===== src/hw/rtl/key_press_repeat_event_generator_defines.svh =====
// Assertion macros shared by the key event generator RTL.
// No dependencies; included by the top level only.
`ifndef KEY_PRESS_REPEAT_EVENT_GENERATOR_DEFINES_SVH
`define KEY_PRESS_REPEAT_EVENT_GENERATOR_DEFINES_SVH

// Same-cycle implication, sampled on clk, off during reset.
`define KPRG_ASSERT_SAME(lbl, ante, cons, msg) \
    lbl: assert property (@(posedge clk) disable iff (!rst_n) (ante) |-> (cons)) \
        else $error(msg);

// Next-cycle implication, sampled on clk, off during reset.
`define KPRG_ASSERT_NEXT(lbl, ante, cons, msg) \
    lbl: assert property (@(posedge clk) disable iff (!rst_n) (ante) |=> (cons)) \
        else $error(msg);

`endif


===== src/hw/rtl/kprg_pkg.sv =====
// Shared types and codes for the key event generator.
// No dependencies; imported by all RTL modules.
package kprg_pkg;

    localparam int CMD_W   = 2;
    localparam int BTN_W   = 3;
    localparam int EVT_W   = 3;
    localparam int PHASE_W = 16;
    localparam int PER_W   = 9;
    localparam int LP_W    = 8;
    localparam int CFG_IW  = 2;
    localparam int CFG_DW  = 16;

    localparam logic [CMD_W-1:0] CMD_TICK = 2'd0;
    localparam logic [CMD_W-1:0] CMD_DOWN = 2'd1;
    localparam logic [CMD_W-1:0] CMD_UP   = 2'd2;

    localparam logic [EVT_W-1:0] EV_PRESS   = 3'd0;
    localparam logic [EVT_W-1:0] EV_RELEASE = 3'd1;
    localparam logic [EVT_W-1:0] EV_SHORT   = 3'd2;
    localparam logic [EVT_W-1:0] EV_LONG    = 3'd3;
    localparam logic [EVT_W-1:0] EV_REPEAT  = 3'd4;

    localparam logic [CFG_IW-1:0] REG_PERIOD_TICKS = 2'd0;
    localparam logic [CFG_IW-1:0] REG_LONG_PERIODS = 2'd1;
    localparam logic [CFG_IW-1:0] REG_EVENTS_EN    = 2'd2;

    typedef enum logic [2:0] {
        ST_IDLE  = 3'b001,
        ST_RUN   = 3'b010,
        ST_FLUSH = 3'b100
    } state_t;

    typedef struct packed {
        logic load_in;
        logic key_apply;
        logic scan_step;
        logic flush;
    } ctrl_cmd_t;

    typedef struct packed {
        logic cmd_tick;
        logic key_act;
        logic key_emit;
        logic scan_ev;
        logic scan_last;
        logic pend_valid;
        logic out_free;
    } dp_status_t;

endpackage


===== src/hw/rtl/kprg_ctrl.sv =====
// Sequencer for the key event generator: accepts an item, runs a key
// update or a button scan, and after a scan flushes the held-back event. Uses kprg_pkg.
module kprg_ctrl (
    input  logic                 clk,
    input  logic                 rst_n,
    input  logic                 in_valid,
    output logic                 in_stall,
    input  kprg_pkg::dp_status_t st,
    output kprg_pkg::ctrl_cmd_t  cmd_o
);
    import kprg_pkg::*;

    state_t state_reg;
    state_t state_next;
    logic   step_ok;

    // A found event may only enter the pending slot once the old one can leave.
    assign step_ok = !st.scan_ev || !st.pend_valid || st.out_free;

    always_comb
    begin
        state_next      = state_reg;
        cmd_o.load_in   = 1'b0;
        cmd_o.key_apply = 1'b0;
        cmd_o.scan_step = 1'b0;
        cmd_o.flush     = 1'b0;
        case (state_reg)
            ST_IDLE:
            begin
                if (in_valid)
                begin
                    cmd_o.load_in = 1'b1;
                    state_next    = ST_RUN;
                end
            end
            ST_RUN:
            begin
                if (st.cmd_tick)
                begin
                    if (step_ok)
                    begin
                        cmd_o.scan_step = 1'b1;
                        if (st.scan_last)
                            state_next = ST_FLUSH;
                    end
                end
                else if (st.key_act)
                begin
                    if (!st.key_emit || st.out_free)
                    begin
                        cmd_o.key_apply = 1'b1;
                        state_next      = ST_IDLE;
                    end
                end
                else
                    state_next = ST_IDLE;
            end
            ST_FLUSH:
            begin
                if (!st.pend_valid)
                    state_next = ST_IDLE;
                else if (st.out_free)
                begin
                    cmd_o.flush = 1'b1;
                    state_next  = ST_IDLE;
                end
            end
            default:
                state_next = ST_IDLE;
        endcase
    end

    assign in_stall = (state_reg != ST_IDLE);

    always_ff @(posedge clk or negedge rst_n)
    begin
        if (!rst_n)
            state_reg <= ST_IDLE;
        else
            state_reg <= state_next;
    end

endmodule


===== src/hw/rtl/kprg_dp.sv =====
// Datapath of the key event generator: settings registers, per-button
// hold timers, scan index, pending event and output register. Uses kprg_pkg.
module kprg_dp #(
    parameter int NUM_BUTTONS = 6
) (
    input  logic                          clk,
    input  logic                          rst_n,
    input  logic                          cfg_valid,
    input  logic [kprg_pkg::CFG_IW-1:0]   cfg_index,
    input  logic [kprg_pkg::CFG_DW-1:0]   cfg_data,
    input  logic [kprg_pkg::CMD_W-1:0]    cmd,
    input  logic [kprg_pkg::BTN_W-1:0]    button,
    input  logic                          out_stall,
    output logic                          out_valid,
    output logic [kprg_pkg::BTN_W-1:0]    button_out,
    output logic [kprg_pkg::EVT_W-1:0]    event_type,
    output logic                          last,
    input  kprg_pkg::ctrl_cmd_t           cmd_i,
    output kprg_pkg::dp_status_t          st
);
    import kprg_pkg::*;

    localparam int IW = (NUM_BUTTONS > 1) ? $clog2(NUM_BUTTONS) : 1;
    localparam int XW = (IW > BTN_W) ? IW : BTN_W;
    localparam logic [4:0]    NB       = 5'(NUM_BUTTONS);
    localparam logic [IW-1:0] LAST_IDX = IW'(NUM_BUTTONS - 1);

    logic [PHASE_W-1:0] period_ticks_reg;
    logic [LP_W-1:0]    long_periods_reg;
    logic               events_en_reg;

    logic [CMD_W-1:0]   cmd_reg;
    logic [BTN_W-1:0]   btn_reg;
    logic [IW-1:0]      scan_idx_reg;

    logic               held_reg   [NUM_BUTTONS];
    logic [PHASE_W-1:0] phase_reg  [NUM_BUTTONS];
    logic [PER_W-1:0]   period_reg [NUM_BUTTONS];

    logic               pend_valid_reg;
    logic               pend_valid_next;
    logic [BTN_W-1:0]   pend_btn_reg;
    logic [BTN_W-1:0]   pend_btn_next;
    logic [EVT_W-1:0]   pend_type_reg;
    logic [EVT_W-1:0]   pend_type_next;

    logic               out_valid_reg;
    logic               out_valid_next;
    logic [BTN_W-1:0]   out_btn_reg;
    logic [BTN_W-1:0]   out_btn_next;
    logic [EVT_W-1:0]   out_type_reg;
    logic [EVT_W-1:0]   out_type_next;
    logic               out_last_reg;
    logic               out_last_next;
    logic               out_load;

    logic [XW-1:0]      btn_x;
    logic [XW-1:0]      scan_x;
    logic [IW-1:0]      key_idx;
    logic [IW-1:0]      rd_idx;
    logic               rd_held;
    logic [PHASE_W-1:0] rd_phase;
    logic [PER_W-1:0]   rd_period;
    logic [PHASE_W-1:0] per;
    logic [PHASE_W:0]   phase_inc;
    logic               wrap;
    logic               cmd_tick;
    logic               cmd_key;
    logic               in_range;
    logic               key_act;
    logic               scan_ev;
    logic [EVT_W-1:0]   scan_type;
    logic [PER_W-1:0]   lp_x;

    assign cmd_tick = (cmd_reg == CMD_TICK);
    assign cmd_key  = (cmd_reg == CMD_DOWN) || (cmd_reg == CMD_UP);
    assign in_range = ({2'b00, btn_reg} < NB);

    assign btn_x   = XW'(btn_reg);
    assign key_idx = btn_x[IW-1:0];
    assign scan_x  = XW'(scan_idx_reg);
    assign rd_idx  = cmd_tick ? scan_idx_reg : key_idx;

    assign rd_held   = held_reg[rd_idx];
    assign rd_phase  = phase_reg[rd_idx];
    assign rd_period = period_reg[rd_idx];

    // A zero period acts as one tick.
    assign per       = (period_ticks_reg == '0) ? PHASE_W'(1) : period_ticks_reg;
    assign phase_inc = {1'b0, rd_phase} + (PHASE_W+1)'(1);
    assign wrap      = (phase_inc >= {1'b0, per});
    assign lp_x      = {1'b0, long_periods_reg};

    assign key_act = cmd_key && in_range &&
                     !((cmd_reg == CMD_DOWN) && rd_held);

    assign scan_ev = rd_held && (rd_phase == '0) && (rd_period != '0) && events_en_reg;

    always_comb
    begin
        if (rd_period < lp_x)
            scan_type = EV_SHORT;
        else if (rd_period == lp_x)
            scan_type = EV_LONG;
        else
            scan_type = EV_REPEAT;
    end

    // Status toward the sequencer
    assign st.cmd_tick   = cmd_tick;
    assign st.key_act    = key_act;
    assign st.key_emit   = events_en_reg;
    assign st.scan_ev    = scan_ev;
    assign st.scan_last  = (scan_idx_reg == LAST_IDX);
    assign st.pend_valid = pend_valid_reg;
    assign st.out_free   = !out_valid_reg || !out_stall;

    // Pending slot and output register: key events go straight out; a scan event
    // waits in the slot until the next one shows up (then it leaves with last clear) or the scan ends.
    always_comb
    begin
        pend_valid_next = pend_valid_reg;
        pend_btn_next   = pend_btn_reg;
        pend_type_next  = pend_type_reg;
        out_load        = 1'b0;
        out_btn_next    = out_btn_reg;
        out_type_next   = out_type_reg;
        out_last_next   = out_last_reg;

        if (cmd_i.key_apply && events_en_reg)
        begin
            out_load      = 1'b1;
            out_btn_next  = btn_reg;
            out_type_next = (cmd_reg == CMD_DOWN) ? EV_PRESS : EV_RELEASE;
            out_last_next = 1'b1;
        end

        if (cmd_i.scan_step && scan_ev)
        begin
            if (pend_valid_reg)
            begin
                out_load      = 1'b1;
                out_btn_next  = pend_btn_reg;
                out_type_next = pend_type_reg;
                out_last_next = 1'b0;
            end
            pend_valid_next = 1'b1;
            pend_btn_next   = scan_x[BTN_W-1:0];
            pend_type_next  = scan_type;
        end

        if (cmd_i.flush)
        begin
            out_load        = 1'b1;
            out_btn_next    = pend_btn_reg;
            out_type_next   = pend_type_reg;
            out_last_next   = 1'b1;
            pend_valid_next = 1'b0;
        end

        out_valid_next = out_load || (out_valid_reg && out_stall);
    end

    always_ff @(posedge clk or negedge rst_n)
    begin
        if (!rst_n)
        begin
            period_ticks_reg <= PHASE_W'(100);
            long_periods_reg <= LP_W'(5);
            events_en_reg    <= 1'b1;
        end
        else if (cfg_valid)
        begin
            case (cfg_index)
                REG_PERIOD_TICKS: period_ticks_reg <= cfg_data;
                REG_LONG_PERIODS: long_periods_reg <= cfg_data[LP_W-1:0];
                REG_EVENTS_EN:    events_en_reg    <= cfg_data[0];
                default:          ;
            endcase
        end
    end

    always_ff @(posedge clk or negedge rst_n)
    begin
        if (!rst_n)
        begin
            pend_valid_reg <= 1'b0;
            out_valid_reg  <= 1'b0;
            scan_idx_reg   <= '0;
            for (int i = 0; i < NUM_BUTTONS; i++)
            begin
                held_reg[i]   <= 1'b0;
                phase_reg[i]  <= '0;
                period_reg[i] <= '0;
            end
        end
        else
        begin
            pend_valid_reg <= pend_valid_next;
            out_valid_reg  <= out_valid_next;
            if (cmd_i.load_in)
                scan_idx_reg <= '0;
            else if (cmd_i.scan_step)
                scan_idx_reg <= scan_idx_reg + IW'(1);

            if (cmd_i.key_apply)
            begin
                held_reg[key_idx]   <= (cmd_reg == CMD_DOWN);
                phase_reg[key_idx]  <= '0;
                period_reg[key_idx] <= '0;
            end
            else if (cmd_i.scan_step && rd_held)
            begin
                // Advance the phase; on wrap bump the period count unless saturated.
                if (wrap)
                begin
                    phase_reg[scan_idx_reg] <= '0;
                    if (rd_period <= lp_x)
                        period_reg[scan_idx_reg] <= rd_period + PER_W'(1);
                end
                else
                    phase_reg[scan_idx_reg] <= phase_inc[PHASE_W-1:0];
            end
        end
    end

    always_ff @(posedge clk)
    begin
        if (cmd_i.load_in)
        begin
            cmd_reg <= cmd;
            btn_reg <= button;
        end
        pend_btn_reg  <= pend_btn_next;
        pend_type_reg <= pend_type_next;
        out_btn_reg   <= out_btn_next;
        out_type_reg  <= out_type_next;
        out_last_reg  <= out_last_next;
    end

    assign out_valid  = out_valid_reg;
    assign button_out = out_btn_reg;
    assign event_type = out_type_reg;
    assign last       = out_last_reg;

endmodule


===== src/hw/rtl/key_press_repeat_event_generator.sv =====
// Top level of the key event generator: sequencer plus datapath.
// Depends on kprg_pkg, kprg_ctrl, kprg_dp and the assertion macro header.
//
// Turns key-down, key-up and tick items for NUM_BUTTONS buttons into press,
// release, short, long and repeat events; last marks the final event of an
// item. One item is worked on at a time; a key item waits in the run state
// while its event cannot enter the stalled output. A tick scans the hold timers
// one button per cycle through a single timer update unit, pausing while a found
// event meets a full pending slot and a stalled output, then flushes the held-back
// event. The event register lets a finished event sit on the output while the
// next item is already being worked on. Settings are written through the cfg port
// (always ready); the user must write them only while idle, which the block does not enforce.
`include "key_press_repeat_event_generator_defines.svh"

module key_press_repeat_event_generator #(
    parameter int NUM_BUTTONS = 6
) (
    input  logic                          clk,
    input  logic                          rst_n,
    input  logic                          cfg_valid,
    output logic                          cfg_ready,
    input  logic [kprg_pkg::CFG_IW-1:0]   cfg_index,
    input  logic [kprg_pkg::CFG_DW-1:0]   cfg_data,
    input  logic                          in_valid,
    output logic                          in_stall,
    input  logic [kprg_pkg::CMD_W-1:0]    cmd,
    input  logic [kprg_pkg::BTN_W-1:0]    button,
    output logic                          out_valid,
    input  logic                          out_stall,
    output logic [kprg_pkg::BTN_W-1:0]    button_out,
    output logic [kprg_pkg::EVT_W-1:0]    event_type,
    output logic                          last
);
    import kprg_pkg::*;

    ctrl_cmd_t  ctrl_cmd;
    dp_status_t dp_st;

    assign cfg_ready = 1'b1;

    kprg_ctrl u_ctrl (
        .clk      (clk),
        .rst_n    (rst_n),
        .in_valid (in_valid),
        .in_stall (in_stall),
        .st       (dp_st),
        .cmd_o    (ctrl_cmd)
    );

    kprg_dp #(
        .NUM_BUTTONS (NUM_BUTTONS)
    ) u_dp (
        .clk        (clk),
        .rst_n      (rst_n),
        .cfg_valid  (cfg_valid),
        .cfg_index  (cfg_index),
        .cfg_data   (cfg_data),
        .cmd        (cmd),
        .button     (button),
        .out_stall  (out_stall),
        .out_valid  (out_valid),
        .button_out (button_out),
        .event_type (event_type),
        .last       (last),
        .cmd_i      (ctrl_cmd),
        .st         (dp_st)
    );

    // One item at a time: an accepted beat blocks the input on the next cycle.
    `KPRG_ASSERT_NEXT(a_accept_blocks, in_valid && !in_stall, in_stall,
                      "input taken twice in a row")
    // Press and release are always the only event of their item.
    `KPRG_ASSERT_SAME(a_key_is_last,
                      out_valid && (event_type == EV_PRESS || event_type == EV_RELEASE),
                      last, "key event without last")
    // A non-final event means its tick is still being worked on.
    `KPRG_ASSERT_SAME(a_mid_busy, out_valid && !last, in_stall,
                      "non-final event while idle")
    // Never scan a button and apply a key update in the same cycle.
    `KPRG_ASSERT_NEXT(a_ctrl_apply, ctrl_cmd.scan_step && ctrl_cmd.key_apply, 1'b0,
                      "scan and key update at once")

endmodule


===== config.mk =====
export PLATFORM = sky130hd
export DESIGN_NAME = key_press_repeat_event_generator
export DESIGN_NICKNAME = d
export VERILOG_FILES = /design/src/hw/rtl/kprg_pkg.sv /design/src/hw/rtl/kprg_ctrl.sv /design/src/hw/rtl/kprg_dp.sv /design/src/hw/rtl/key_press_repeat_event_generator.sv
export VERILOG_INCLUDE_DIRS = /design/src /design/src/hw/rtl
export SDC_FILE = /design/constraint.sdc
export NUM_CORES = 1
export LEC_CHECK = 0
export BUFFER_PORTS_ARGS = -buffer_cell sky130_fd_sc_hd__buf_2
export CAP_MARGIN = 25
export CORE_MARGIN = 10
export CORE_UTILIZATION = 55
export CTS_CLUSTER_DIAMETER = 30
export DETAILED_ROUTE_END_ITERATION = 6
export HOLD_SLACK_MARGIN = 0.06
export PLACE_DENSITY = 0.75
export SETUP_SLACK_MARGIN = 0.4
export SYNTH_ARGS = -nofsm -noshare
export SYNTH_HDL_FRONTEND = slang
export SYNTH_SLANG_ARGS = --single-unit

===== constraint.sdc =====
create_clock -name clk -period 6.5 [get_ports clk]
set_input_delay 1.3 -clock clk [delete_from_list [all_inputs] [get_ports clk]]
set_output_delay 1.3 -clock clk [all_outputs]
set_load 0.05 [all_outputs]

==> results.md, run 1 <==
* Total gr overflow at 0
* Netlist Area Pre-Place at 11100 um2
* Worst-path clk slew at 0.05 ns
* CTS tree: yes
* Slew headroom at 0.308
* CP Max Fanout at 20
* Design area at 13200 um2
* CP peak stage delay at 0.49 ns
* Synth Instances at 1085
* Vias in the first global route at 8903
* Max-cap violations at 0
* Seq/Total Area, Yosys at 0.471
* Overall via count from detail_route at 9068
* I/O pin count at 38
* Leakage Power at 6.24 nW
* Max frequency at 172 MHz
* CP max stage cell: or3_4
* Antenna Violating Nets Remaining at 0
* Most used DFF post-synth: dfrtp_1
* Synth Register Bits at 207
* Start point of the worst hold path: u_dp.pend_type_reg[2]
* CP arrival at 6.23 ns
* Setup repair after global routing missed its margin: yes
* Max-slew violations at 0
* Run status: finished, final reports clean
* Crit path cell chain: inv_1 > ha_4 > buf_6 > nand2b_1 > o22ai_1 > a221o_1 > a31oi_2 > nor4b_4 > nand3_2 > buf_4 > nor4_4 > xnor2_2 > inv_1 > ha_1 > nand3_1 > nor3_1 > o31ai_1 > a2111oi_1 > o211ai_1 > nand3_1 > o211ai_1 > and4bb_2 > or3_4 > a32o_1
* Initial antenna violation count at 1
* Die area at 26200 um2
* CTS Buf Count at 44
* Final #Nets at 1204
* WHS Endpoint: u_dp.event_type[2]
* All-layer global routing usage at 0.233
* Maximum clock insertion buffer count at 3
* Required time worst endpoint at 6.91 ns
* Synth unique cells at 80
* Hpwl dp at 20.5 mm
* Worst setup margin at 0.678 ns
* Post-Synth Adder-Cell Area at 0.0339
* CTS Sinks at 207
* Syn_area_per_cell at 10.2 um2
* Hold-critical path depth at 2
* R2R setup slack at 0.68 ns
* Crit path kind: flop to flop
* Tot Pwr at 0.00486 W
* CP endpoint kind: flop
* Synth Area in XOR/XNOR at 0.0173
* Worst VDD drop at 0.289 mV
* Tmin final at 5.82 ns
* Row Count at 51
* Die extent in y at 162 um
* Final wirelength at 31.1 mm
* Vias per inst at 6.27
* DIE WIDTH at 162 um
* Largest family of logic cells by synthesized area: compound AO/OA/AOI/OAI gates
* EDFF count, synth at 11
* R2r endpoint: u_dp.period_reg[16]
* Ys Warns at 0
* Worst skew pair latency at 0.53 ns
* Cell area after placement at 11500 um2
* Worst Setup SP: u_dp.cmd_reg[0]
* Startpoint Class: flop
* Clock Tree Root: clkbuf_16
* Synth Area in Compound Gates at 0.179
* Starting Density at 0.563
* Async S/R FF share, synth at 0.913
* Worst hold path class: flop to flop
* Max FFs per register at 96
* R2R depth at 24
* Final Hold Slack at 0.441 ns
* DR iter-0 viols at 976
* Share of cells above drive strength 1 at 0.202
* Syn_nets at 1143
* First-pass GRT wire length at 49.5 mm
* Layout area overhead at 19.7%
* TritonRoute pass-1 iters at 5
* Drt drc at 0
* Final GP Congestion at 0.875
* Final setup TNS at 0 ns
* Post-synthesis simple-gate area fraction at 0.153
* Worst r2r src: u_dp.cmd_reg[0]
* Mux contribution to synthesized area at 0.0986
* H-tree levels at 2
* Least-Margin Pin Slew at 1.03 ns
* Final setup violation count at 0
* Final worst-path cycle share at 0.896
* Hold Fails Final Rpt at 0
* Max Clock Skew at 0.0138 ns
* Core Box Area at 19700 um2
* # port buffers at 36
* Power Dens Cells at 367 nW/um2
* Placement Setup Slack at 0.166 ns
* DR WL/cell at 21.5 um
* Largest net degree at the start of global routing at 70
[Yosys cell counts (5+ instances only)]
master,number,area share
edfxtp_1,11,0.030
dfrtp_1,182,0.41
mux2i_1,61,0.055
mux4_2,10,0.020
clkbuf_1,19,0.0064
a221o_1,5,0.0045
a22o_1,81,0.064
ha_1,30,0.034
o2bb2ai_1,8,0.0063
nand4_1,12,0.0068
or3_1,11,0.0062
buf_2,29,0.013
nand3_1,27,0.012
a21oi_1,47,0.021
dfxtp_1,7,0.013
o211ai_1,20,0.014
o31ai_1,11,0.0075
xnor2_1,15,0.012
nor4_1,7,0.0040
mux2_2,18,0.018
nand2_1,165,0.056
buf_4,6,0.0041
xor2_1,5,0.0040
nor3_1,16,0.0072
and3_1,5,0.0028
o22ai_1,6,0.0034
nand2b_1,13,0.0073
o21ai_0,52,0.024
buf_1,5,0.0017
o21a_1,10,0.0068
inv_1,50,0.017
nor3_2,6,0.0054
dfstp_2,7,0.017
nor2_1,49,0.017
[where the power goes]
part	internal, W	switching, W	total, W
Clock	0.00150	0.000710	0.00221
Sequential	0.00140	0.0000780	0.00148
Combinational	0.000392	0.000780	0.00117
Total	0.00330	0.00157	0.00486
[what timing repair did]
item,CTS,global route
hold buffers,0,0
resized for setup,8,18
buffers inserted,0,8
setup endpoints to repair,138,150
pin swaps,0,5
gates cloned,0,0
[layout make-up]
class	count	area (um2)
inverter	51	195
antenna	1	2.50
fill	1452	6410
multi-input combinational	764	5480
timing repair buffer	78	537
tap	265	332
sequential	207	5210
clock buffer	60	1250
clock inverter	21	236
[per-stage QoR]
stage           util  cells
2_1_floorplan      -   1085
3_3_place_gp   0.587   1357
3_5_place_dp   0.587   1357
4_1_cts        0.665   1438
5_1_grt        0.674   1446
6_report       0.674   1447
[worst max path at each step]
stage / cells after the start / slack, ns / to
floorplan: 30 / 0.54 / u_dp.period_reg[16]
CTS: 23 / 0.42 / u_dp.period_reg[41]
finish: 24 / 0.68 / u_dp.period_reg[16]
global route: 24 / 0.34 / u_dp.phase_reg[84]
detailed placement: 23 / 0.17 / u_dp.period_reg[16]
global placement: 23 / 0.39 / u_dp.period_reg[16]
[routing by layer]
layer	routed length, um	share of wire	track usage
met4	725	0.023	0.0736
met2	13700	0.44	0.346
met1	13500	0.43	0.324
met3	3260	0.10	0.0612
met5	0	0	0
[worst max-delay path, delay by kind of cell, from the launching register on]
| family | cells | cell delay (ns) |
|---|---|---|
| AO/OA/AOI/OAI | 8 | 1.80 |
| XOR/XNOR | 1 | 0.18 |
| adder cells (fa/ha/maj) | 2 | 0.57 |
| buffers and inverters | 4 | 0.61 |
| flip-flops | 1 | 0.41 |
| AND/OR/NAND/NOR | 9 | 2.12 |
[cell usage in the layout, fill, tap and decap left out, drive strengths merged, types with 14 or more instances in the layout]
cell	instances
inv	51
xnor2	15
clkinv	14
a22o	81
mux2	20
nand3	30
buf	77
a21oi	50
nor2	49
o211ai	20
o21ai	56
mux2i	62
nor3	22
nand2	165
clkbuf	61
ha	30
dfrtp	182
[logic make-up after synthesis]
family / Yosys count
buffers and inverters: 114
xor gates and xnor gates: 21
DFF: 207
adders and majority gates: 30
muxes: 92
AOI/OAI and AO/OA: 276
and+or+nand+nor: 344
other: 1
No activity file was read; power rests on OpenSTA's default activity.
==> run 2, diff against run 1 <==
- SETUP_SLACK_MARGIN: 0.4 -> 0.02
- SYNTH_HIERARCHICAL: unset -> 1
==> run 2 against run 1 <==
  * The flow now finishes with violations (design-rule violations)
  * Die area increased by 0.68%
  * Sequential share of layout area increased by 0.36 points
  * Area after synthesis up 0.78%
  * Non-clock buffer count shrank 4
  * Hold slack improved by 0.022 ns
  * Sequential cell count stayed put
  * Power down 3.0%
  * Combinational power fell by 23%
  * Core utilization down 2.1 points
  * Synthesized cell count shrank 6.5%
  * Clock skew is 0.0057 ns higher
  * Critical path depth fell by 3
==> results.md, run 2 <==
* Required time worst endpoint at 6.90 ns (about the same)
* List of most frequent post-synthesis cells: dfrtp_1, nand2_1, mux2i_1
* Die area at 26400 um2 (+0.68%)
* Antenna diodes at 0 (-1)
* Largest cells by area after synthesis: dfrtp_1, mux2i_1, a32o_1, mux2_2, nand2_1
* Most used routing layer: met2
* Run status: finished, violations left
* Max Clock Skew at 0.0196 ns (+0.00573 ns)
* Commonest cells after routing, fill and taps aside: dfrtp_1, nand2_1, mux2i_1
* DIE WIDTH at 162 um (+0.34%)
* Total gr overflow at 0 (unchanged)
* Layout area overhead at 17.7%
* Synth Area in XOR/XNOR at 0.0188 (+0.00155)
* Largest family of logic cells by synthesized area: compound AO/OA/AOI/OAI gates
* Worst setup margin at 0.361 ns (-0.317 ns)
* DR WL/cell at 22.1 um (+2.9%)
* First-pass GRT wire length at 49.0 mm (-0.99%)
* Max FFs per register at 96 (unchanged)
* Synth Instances at 1015 (-6.5%)
* Hold_buf cts at 0 (unchanged)
* Core Box Area at 20100 um2 (+2.3%)
* Overall via count from detail_route at 8783 (-3.1%)
* I/O pin count at 38 (unchanged)
* CP Max Fanout at 32 (+60%)
* TritonRoute pass-1 iters at 7 (+2)
* EDFF count, synth at 11 (unchanged)
* Largest net degree at the start of global routing at 68 (-2.9%)
* Final setup TNS at 0 ns (unchanged)
* Top-count cell post-synth: dfrtp_1
* Top-area cell type share of the netlist area at 0.408 (-0.00318)
* Worst hold path class: flop to flop
* Final worst-path cycle share at 0.944 (+0.0488)
* Setup repair after global routing missed its margin: no
* Row Count at 52 (+2.0%)
* Final #Nets at 1121 (-6.9%)
* CTS tree: yes
* Worst VDD drop at 0.234 mV (-19%)
* Slew headroom at 0.270 (-0.0385)
* Most used DFF post-synth: dfrtp_1
* Post-Synth Adder-Cell Area at 0.0370 (+0.00310)
* Antenna Violating Nets Remaining at 0 (unchanged)
* Hold Fails Final Rpt at 0 (unchanged)
* Least-Margin Pin Slew at 1.08 ns (+0.0549 ns)
* Synth unique cells at 76 (-5.0%)
* Final GP Congestion at 0.928 (+6.1%)
* Mux contribution to synthesized area at 0.147 (+0.0480)
* DR iter-0 viols at 1086 (+11%)
* Async S/R FF share, synth at 0.913 (unchanged)
* CP arrival at 6.54 ns (+0.31 ns)
* H-tree levels at 2 (unchanged)
* # port buffers at 36 (unchanged)
* Initial antenna violation count at 0 (-1)
* Met1 usage at 0.315 (-0.00913)
* Startpoint Class: flop
* Drt drc at 2 (+2)
* Met3 usage at 0.0597 (-0.00152)
* Failing checks: design-rule violations
* Seq/Total Area, Yosys at 0.467 (-0.00364)
* Ys Warns at 6 (+6)
* Power Dens Cells at 360 nW/um2 (-2.1%)
* All-layer global routing usage at 0.230 (-0.00299)
* Inst Count DP at 1283 (-5.5%)
* Vias per inst at 6.43 (+2.6%)
* Post-CTS Setup Inserts at 0 (unchanged)
* Placement Setup Slack at 0.513 ns (+0.348 ns)
* Max-slew violations at 0 (unchanged)
* Final core utilization at 0.653 (-0.0211)
* CTS Buf Count at 45 (+2.3%)
* Maximum clock insertion buffer count at 3 (unchanged)
* Synth Register Bits at 207 (unchanged)
* CTS Sinks at 207 (unchanged)
* Die extent in y at 162 um (+0.34%)
* Worst-path clk slew at 0.05 ns (about the same)
* Leakage Power at 6.26 nW (+0.26%)
* Share of cells above drive strength 1 at 0.214 (+0.0120)
* Syn_nets at 1076 (-5.9%)
* Hpwl dp at 19.5 mm (-4.9%)
* Syn_area_per_cell at 11.0 um2 (+7.7%)
* Post-synthesis simple-gate area fraction at 0.127 (-0.0263)
* Netlist Area Pre-Place at 11200 um2 (+0.78%)
* Non-Filler Instances at 1366 (-5.6%)
* Tmin final at 6.14 ns (+0.317 ns)
* Final setup violation count at 0 (unchanged)
* Worst skew pair latency at 0.53 ns (about the same)
* CP endpoint kind: flop
* Max frequency at 163 MHz (-5.2%)
* Clock Tree Root: clkbuf_16
* Most common cell after layout, fill and taps aside: dfrtp_1
* Vias in the first global route at 8754 (-1.7%)
* Final wirelength at 30.2 mm (-2.9%)
* Met2 GRT Util at 0.354 (+0.00790)
* Max-cap violations at 0 (unchanged)
* Starting Density at 0.555 (-0.00832)
* Crit path kind: flop to flop
* Post_cts resized at 0 (-8)
* Synth Area in Compound Gates at 0.147 (-0.0320)
* Yosys top cell by area: dfrtp_1
-- run 2: worst max-delay path, stage by stage (launching register included) --
cell and delay [ns]:
edfxtp_1 0.38, inv_1 0.09, ha_1 0.30, mux2_4 0.55, nor2_4 0.46, a222oi_1 0.21
buf_4 0.21, or4_1 0.66, nor4_2 0.51, nand2_1 0.13, xor2_1 0.16, buf_4 0.19
ha_1 0.29, and3_1 0.18, nand4_1 0.11, nor2_1 0.07, a21boi_0 0.12, o31ai_1 0.23
o211ai_1 0.15, buf_4 0.23, or2_1 0.34, o41ai_1 0.43
-- run 2: final timing paths --
kind                                    start  slack, ns                  end  depth (start not counted)
min                        u_dp/event_type[2]       0.46   u_dp/event_type[2]                          2
max in group asynchronous               rst_n       4.50   u_dp/period_reg[0]                          2
min reg2reg                u_dp/event_type[2]       0.46   u_dp/event_type[2]                          2
min in group asynchronous               rst_n       0.75  u_dp/period_reg[51]                          1
max reg2reg                   u_dp/cmd_reg[0]       0.36   u_dp/phase_reg[89]                         21
max                           u_dp/cmd_reg[0]       0.36   u_dp/phase_reg[89]                         21
-- run 2: area by class of cell --
cell class | instances | area, um2
flip-flops and latches | 207 | 5210
multi-input cells | 686 | 5330
well taps | 270 | 338
fillers | 1495 | 6980
inverters | 46 | 173
clock buffers | 59 | 1290
clock inverters | 24 | 294
repair buffers | 74 | 487
-- run 2: metrics by stage --
step	area, um2	total power (W)	hold slack (ns)
floorplan	11200	0.00211	0.423
global placement	11500	0.00236	0.447
detailed placement	11500	0.00238	0.448
CTS	13100	0.00473	0.457
global route	13100	0.00489	0.475
finish	13100	0.00472	0.463
-- run 2: power breakdown --
group | total (W) | leakage [nW] | internal (W) | switching, W
Combinational | 0.000898 | 2.75 | 0.000289 | 0.000609
Sequential | 0.00148 | 2.73 | 0.00140 | 0.0000837
Clock | 0.00234 | 0.774 | 0.00160 | 0.000738
-- run 2: layer usage --
metal | share of wire | vias up
li1 | - | 3851
met1 | 0.43 | 4418
met2 | 0.46 | 454
met3 | 0.089 | 60
met4 | 0.018 | 0
met5 | 0 | -
-- run 2: kinds of logic after synthesis --
family                   after synthesis
XOR/XNOR                              24
multiplexers                         147
other                                  1
adder cells (fa/ha/maj)               33
flip-flops                           207
buffers and inverters                122
AO/OA/AOI/OAI                        202
AND/OR/NAND/NOR                      279
==> run 3, diff against run 2 <==
- CORE_ASPECT_RATIO: unset -> 0.5
==> run 3 against run 2 <==
  * The flow now finishes without violations
  * Sequential power about the same
  * Fmax up 0.66%
  * Clock-buffer cell count down 25
  * Highest routed layer unchanged
==> results.md, run 3 (synthesis gave the netlist of run 2 again) <==
* Most common cell after layout, fill and taps aside: dfrtp_1
* Required time worst endpoint at 6.97 ns (+0.07 ns)
* Largest net degree at the start of global routing at 78 (+15%)
* Final setup TNS at 0 ns (unchanged)
* Starting Density at 0.567 (+0.0118)
* # port buffers at 36 (unchanged)
* Row Count at 36 (-31%)
* Worst hold path class: flop to flop
* Tmin final at 6.10 ns (-0.0404 ns)
* Setup repair after global routing missed its margin: no
* Final core utilization at 0.647 (-0.00576)
* Worst setup margin at 0.401 ns (+0.0404 ns)
* Worst-path clk slew at 0.06 ns (about the same)
* Run status: finished, final reports clean
* Max-cap violations at 0 (unchanged)
* Final wirelength at 32.1 mm (+6.3%)
* Inst Count DP at 1282 (-0.078%)
* Startpoint Class: flop
* Hold Fails Final Rpt at 0 (unchanged)
* Antenna diodes at 0 (unchanged)
* First-pass GRT wire length at 50.1 mm (+2.3%)
* Placement Setup Slack at 0.364 ns (-0.150 ns)
* Non-Filler Instances at 1341 (-1.8%)
* DR WL/cell at 24.0 um (+8.3%)
* Final #Nets at 1112 (-0.80%)
* Share of cells above drive strength 1 at 0.207 (-0.00606)
* Clock Tree Root: clkbuf_16
* Commonest cells after routing, fill and taps aside: dfrtp_1, nand2_1, mux2i_1
* Layout area overhead at 14.2%
* TritonRoute pass-1 iters at 6 (-1)
* Least-Margin Pin Slew at 0.865 ns (-0.217 ns)
* Final worst-path cycle share at 0.938 (-0.00621)
* Maximum clock insertion buffer count at 3 (unchanged)
* Initial antenna violation count at 0 (unchanged)
* Final GP Congestion at 0.972 (+4.8%)
* Core Box Area at 19700 um2 (-2.1%)
* Power Dens Cells at 332 nW/um2 (-7.7%)
* Leakage Power at 6.08 nW (-2.8%)
* Max Clock Skew at 0.0161 ns (-0.00344 ns)
* H-tree levels at 1 (-1)
* All-layer global routing usage at 0.232 (+0.00253)
* DR iter-0 viols at 1082 (-0.37%)
* Post-CTS Setup Inserts at 0 (unchanged)
* Max-slew violations at 0 (unchanged)
* Die extent in y at 121 um (-26%)
* CP arrival at 6.57 ns (+0.03 ns)
* CP Max Fanout at 55 (+72%)
* Max frequency at 164 MHz (+0.66%)
* Slew headroom at 0.419 (+0.150)
* Vias in the first global route at 8810 (+0.64%)
* Crit path kind: flop to flop
* Antenna Violating Nets Remaining at 0 (unchanged)
* Final setup violation count at 0 (unchanged)
* DIE WIDTH at 221 um (+36%)
* I/O pin count at 38 (unchanged)
* Overall via count from detail_route at 8779 (-0.046%)
* CTS tree: yes
* Hpwl dp at 21.2 mm (+8.2%)
* CTS Sinks at 207 (unchanged)
* Total gr overflow at 0 (unchanged)
* Worst skew pair latency at 0.54 ns (about the same)
* CTS Buf Count at 31 (-31%)
* Drt drc at 0 (-2)
* Worst VDD drop at 0.218 mV (-6.9%)
* Max FFs per register at 96 (unchanged)
* Vias per inst at 6.55 (+1.8%)
* Die area at 26700 um2 (+1.3%)
* CP endpoint kind: flop
[run 3: changes by cell type in the layout (fill, tap and decap cells not counted), moves of 3 or more]
cell / before / now
clkbuf_8: 6 / 2
buf_4: 37 / 41
clkbuf_1: 6 / 2
clkinv_4: 5 / 2
clkbuf_16: 48 / 31
[run 3: repair_timing]
| action | CTS | global route |
|---|---|---|
| hold buffers | 0 | 0 |
| endpoints found under the setup margin | 0 | 58 |
| resized for setup | 0 | 5 |
[run 3: worst max-delay path, stage by stage, from the launching register on]
cell and delay [ns]:
edfxtp_1 0.39, inv_1 0.10, ha_1 0.43, mux2i_4 0.50, buf_4 0.53, mux2_2 0.40, a222oi_1 0.63, nor2_1 0.11
nand2_1 0.13, xor2_2 0.41, ha_1 0.34, and3_1 0.16, nand4_1 0.11, nor2_1 0.07, a21boi_0 0.12, o31ai_1 0.23
o211ai_1 0.13, buf_4 0.22, nor3_4 0.18, buf_4 0.49, a32o_1 0.28
[run 3: worst paths after layout]
kind	endpoint	startpoint	cells after the start	slack, ns
hold / removal	u_dp/event_type[2]	u_dp/event_type[2]	2	0.48
setup reg to reg	u_dp/phase_reg[79]	u_dp/cmd_reg[0]	20	0.40
hold reg to reg	u_dp/event_type[2]	u_dp/event_type[2]	2	0.48
setup / recovery	u_dp/phase_reg[79]	u_dp/cmd_reg[0]	20	0.40
min in group asynchronous	u_dp/period_ticks_reg[3]	rst_n	1	0.70
max in group asynchronous	u_dp/period_ticks_reg[13]	rst_n	2	4.55
[run 3: where the power goes]
part           switching [W]  leakage (nW)  total (W)  internal [W]
clock network       0.000643         0.555    0.00181       0.00117
logic               0.000629          2.79   0.000924      0.000295
registers          0.0000940          2.73    0.00149       0.00139
[run 3: area by class of cell]
class                           count  area, um2
Sequential cell                   207       5210
Timing Repair Buffer               79        529
Fill cell                        1445       6950
Clock inverter                     23        325
Multi-Input combinational cell    686       5370
Tap cell                          266        333
Clock buffer                       34        797
Inverter                           46        173
[run 3: through the flow]
step | hold WS [ns] | power, W | area (um2)
global route | 0.497 | 0.00436 | 12700
floorplan | 0.423 | 0.00211 | 11200
detailed placement | 0.463 | 0.00239 | 11500
global placement | 0.459 | 0.00237 | 11500
finish | 0.482 | 0.00422 | 12700
CTS | 0.486 | 0.00421 | 12700
[run 3: layer usage]
metal | wire length [um] | track usage | part of all wire
met2 | 14400 | 0.362 | 0.45
met4 | 1030 | 0.0851 | 0.032
met3 | 3160 | 0.0601 | 0.098
met1 | 13600 | 0.308 | 0.42
met5 | 0 | 0 | 0
